===== config.mk =====
export PLATFORM = sky130hd
export DESIGN_NAME = tmhq_regs
export DESIGN_NICKNAME = d
export VERILOG_FILES = /design/src/sv/tmhq_pkg.sv /design/src/sv/tmhq_regs.sv
export SDC_FILE = /design/constraint.sdc
export NUM_CORES = 1
export LEC_CHECK = 0
export BUFFER_PORTS_ARGS = -buffer_cell sky130_fd_sc_hd__buf_2
export CELL_PAD_IN_SITES_DETAIL_PLACEMENT = 0
export CELL_PAD_IN_SITES_GLOBAL_PLACEMENT = 2
export CORE_ASPECT_RATIO = 0.7
export CORE_MARGIN = 5
export CORE_UTILIZATION = 15
export DETAILED_ROUTE_END_ITERATION = 6
export GPL_TIMING_DRIVEN = 0
export PLACE_DENSITY_LB_ADDON = 0.15
export SYNTH_ARGS = -nofsm -noshare
export SYNTH_HDL_FRONTEND = slang
export SYNTH_SLANG_ARGS = --single-unit

===== constraint.sdc =====
create_clock -name clk -period 1.1 [get_ports clk]
set_input_delay 0.22 -clock clk [delete_from_list [all_inputs] [get_ports clk]]
set_output_delay 0.22 -clock clk [all_outputs]
set_load 0.02 [all_outputs]

===== src/sv/tmhq_pkg.sv =====
`timescale 1ns / 1ps
// Shared types and constants for the ternary min-heap queue.
// No dependencies; every other file imports this package.
package tmhq_pkg;

  localparam int DEPTH = 1024;
  localparam int AW    = $clog2(DEPTH);
  localparam int CW    = AW + 1;
  localparam int DW    = 32;
  localparam int CAP_W = 11;

  localparam logic [CAP_W-1:0] CAP_RESET = CAP_W'(1024);

  localparam logic [1:0] MODE_PUSH = 2'd0;
  localparam logic [1:0] MODE_POP  = 2'd1;
  localparam logic [1:0] MODE_TOP  = 2'd2;

  localparam logic [1:0] ST_OK    = 2'd0;
  localparam logic [1:0] ST_FULL  = 2'd1;
  localparam logic [1:0] ST_EMPTY = 2'd2;

  localparam logic REG_CAPACITY = 1'b0;

  typedef struct packed {
    logic [1:0]           mode;
    logic signed [DW-1:0] push_value;
  } in_beat_t;

  typedef struct packed {
    logic signed [DW-1:0] result_value;
    logic [1:0]           status;
    logic [CAP_W-1:0]     occupancy;
  } out_beat_t;

endpackage


===== src/sv/tmhq_regs.sv =====
`timescale 1ns / 1ps
// APB register file: holds the capacity register.
// Depends on tmhq_pkg.
module tmhq_regs
  import tmhq_pkg::*;
(
  input  logic             clk,
  input  logic             rst,
  input  logic             psel,
  input  logic             penable,
  input  logic             pwrite,
  input  logic [2:0]       paddr,
  input  logic [31:0]      pwdata,
  output logic [31:0]      prdata,
  output logic             pready,
  output logic [CAP_W-1:0] capacity
);

  logic wr_hit;

  assign pready = 1'b1;
  assign wr_hit = psel && penable && pwrite && (paddr[2] == REG_CAPACITY);

  always_ff @(posedge clk) begin
    if (rst) begin
      capacity <= CAP_RESET;
    end else if (wr_hit) begin
      capacity <= pwdata[CAP_W-1:0];
    end
  end

  always_comb begin
    prdata = '0;
    if (paddr[2] == REG_CAPACITY) begin
      prdata = 32'(capacity);
    end
  end

endmodule


Yosys cells after proc, flatten, opt, wreduce, memory -nomap -nowiden
Cells that the tools add are included.
{"block": "op_classes", "n_bitwise": 1, "muxes": 1, "reduce_logical": 3}
{"cell": "$mux W11", "count": 1}
{"cell": "$logic_and A1 B1 Y1", "count": 3}
{"cell": "$not A1 Y1", "count": 1}
{"block": "word_totals", "output_inout_bits": 44, "reg_bits": 11}

Depth between registers and ports, before layout
{"block": "logic_depth", "depth_word": 3, "depth_mapped": 3, "ltp_nobuf": 2}

Least setup slack after synthesis
No wires, ideal clock.
{"block": "synth_timing", "kind": "register to output", "from": "reg capacity[0]", "to": "out prdata[0]", "path_stages_with_launch": 2, "t_arrival_ns": 0.806, "slack_ns": 0.074, "path_buffers": 0, "cell_sequence": "dfxtp_1 nor2b_1"}
{"block": "synth_via", "elab_chain_len": 1}
{"item": "start, declared", "line_no": "tmhq_regs.sv:16", "text": "output logic [CAP_W-1:0] capacity"}
{"item": "start signal, assigned", "line_no": "tmhq_regs.sv:28", "text": "capacity <= pwdata[CAP_W-1:0];"}
{"item": "$mux W11", "line_no": "tmhq_regs.sv:34", "text": "if (paddr[2] == REG_CAPACITY) begin"}
{"item": "end, declared", "line_no": "tmhq_regs.sv:14", "text": "output logic [31:0] prdata,"}
Every way passes these cells.

Worst setup path after layout
{"block": "layout_timing", "from": "reg capacity[6]", "to": "out prdata[6]"}
The elaborated chain is that of the path after synthesis.

==> run metrics <==
final hold viol count 0; drt wl/cell between 10 and 15 um; vias in the first global route between 600 and 700; Worst setup EP type output port; I/O pins 84; Clock Latency Late Sink ~0.24 ns; overall power between 1 and 1.5 mW; routed vias between 600 and 700; max reg flops 11; CP Buf/Inv Count 1; DRT Pass-1 Iters 2; GPL Wtd Cong ~0.62; share of layout cells above drive strength 1 between 50% and 60%; Synth top area share between 20 and 30%; Reg-to-Reg Start capacity[10]; Fin Setup TNS 0 ns; final setup violating endpoints 0; post-layout util between 20 and 30%; Clock Pin Slew Worst Setup and Hold Paths 0.05 ns; Max H-tree Level 1; Setup Skew 0 ns; GRT Util Overall roughly 6.6%; slowest cell on the critical path dfxtp_2; number of max-cap violations 0; #FFs+latches synth 11; clock root cell clkbuf_8; count leader, synth buf_4; Unique masters post-synth 12; Final #Nets roughly 190; chip height around 70 um; synth cell count leaders 22 x buf_4, 20 x nand2b_1, 11 x dfxtp_1, 11 x mux2i_1, 10 x nor2b_1; Syn-to-layout area delta 66.1%; Max Slew Vio Count 0; final setup margin between 0.03 and 0.04 ns; RSZ-0062 raised after global routing true; Die Wd 94.6 um; core area 4810 um2; CP startpoint kind register; Antenna Violating Nets Remaining 0; fin crit share 96.8%; Post-synth ARST share 0%; kind of critical path reg2out; # DRC 0; leakage power between 0.6 and 0.7 nW; DR iter-0 viols 4; placed instance count approximately 210; total gr overflow 0; largest reg by FF count capacity; Worst Hold Class in2reg; initial antenna violation count 0; Post-DP Area between 1000 and 1500 um2; Hold WS 0.228 ns; pwr dens 882 nW/um2; row cnt 21; FMAX 939 MHz; Worst Setup SP capacity[6]; number of port buffers 38; total routed wirelength ~2.2 mm; CP peak stage delay roughly 0.33 ns; fin crit period about 1.1 ns; Crit Path Max Fanout 3; Cells after Synth 84; first-pass GRT wire length between 3 and 4 mm; fin area between 1000 and 1500 um2; CTS tree yes; crit-path cells nor2b_1, buf_4; Ys Warns 0; fin cells 215; Starting Density between 10% and 20%; Worst EP required 0.88 ns; status complete, no violations; main flop type after synthesis dfxtp_1; Avg Inst Size Synth 8.95 um2; DP Worst Slack roughly 0.0038 ns; worst hold start pwdata[5]; area leader, netlist dfxtp_1; post-synthesis sequential area ratio between 20% and 30%; EDFF count, synth 0; CTS sink count 11; n_diodes 0; synthesized area about 750 um2; pin count of the biggest net entering global routing 11; CP Data Arrival Time 0.84 ns; detailed-placement wirelength estimate 1.69 mm; biggest regs capacity (11); Die ar. between 6000 and 7000 um2; Post-CTS Setup Inserts 0; Peak VDD IR slightly above 0.6 mV; critical path's top delay family flip-flops; CTS max path bufs 2; TritonCTS Buffers 3; synth top area cells dfxtp_1 29%, buf_4 22%, nand2b_1 17%; Vias/cell around 3.2
## timing repair
action,CTS,global route
hold buffers,0,0
resized for setup,12,27
endpoints found under the setup margin,8,11
## path summary, 6_finish.rpt
kind / to / slack [ns] / cells after the start
max: prdata[6] / 0.04 / 2
min: capacity[5] / 0.23 / 3
max reg2reg: capacity[10] / 0.50 / 2
min reg2reg: capacity[0] / 0.48 / 2
## logic make-up (layout without fill, tap and decap cells)
group         Yosys count  count (layout)  share of synthesized area, %
simple gates           34              34                          28.8
buf+inv                26              68                          26.3
mux                    11              11                          14.6
flops                  11              11                          29.3
other cells             2              22                         0.999
## where the power goes
group / total (mW) / internal, mW / switching [mW]
logic: 0.276 / 0.126 / 0.150
clock network: 0.410 / 0.255 / 0.156
registers: 0.416 / 0.409 / 0.00610
total: 1.10 / 0.790 / 0.311
## layout by cell type, fill, tap and decap left out
master	netlist	routed
dfxtp_2	0	11
buf_2	1	27
nand2b_1	20	20
clkbuf_8	0	3
nor2b_4	0	3
nor2_1	2	2
mux2i_1	11	11
nor2b_2	0	3
and2b_1	1	1
nor2b_1	10	4
buf_4	22	27
conb_1	2	22
buf_12	1	1
and4b_4	1	1
clkbuf_1	2	3
buf_6	0	7
## cell type report
type / instances / area, um2
fillers: 549 / 3560
multi-input cells: 67 / 439
repair buffers: 38 / 244
flip-flops and latches: 11 / 234
plain buffers: 26 / 200
well taps: 69 / 86.3
clock buffers: 4 / 45.0
## worst min-delay path, delay by kind of cell
kind          cells  cell delay (ns)
buf+inv           1             0.10
mux               1             0.06
simple gates      1             0.05
## routing by layer
layer	up-vias	wire length [um]	global-route usage (%)
li1	338	-	-
met3	2	279	4.12
met2	36	969	10.5
met1	306	908	7.61
met5	-	0	0
met4	0	4	0.960
Note: power is estimated with default switching activity, not from simulation.
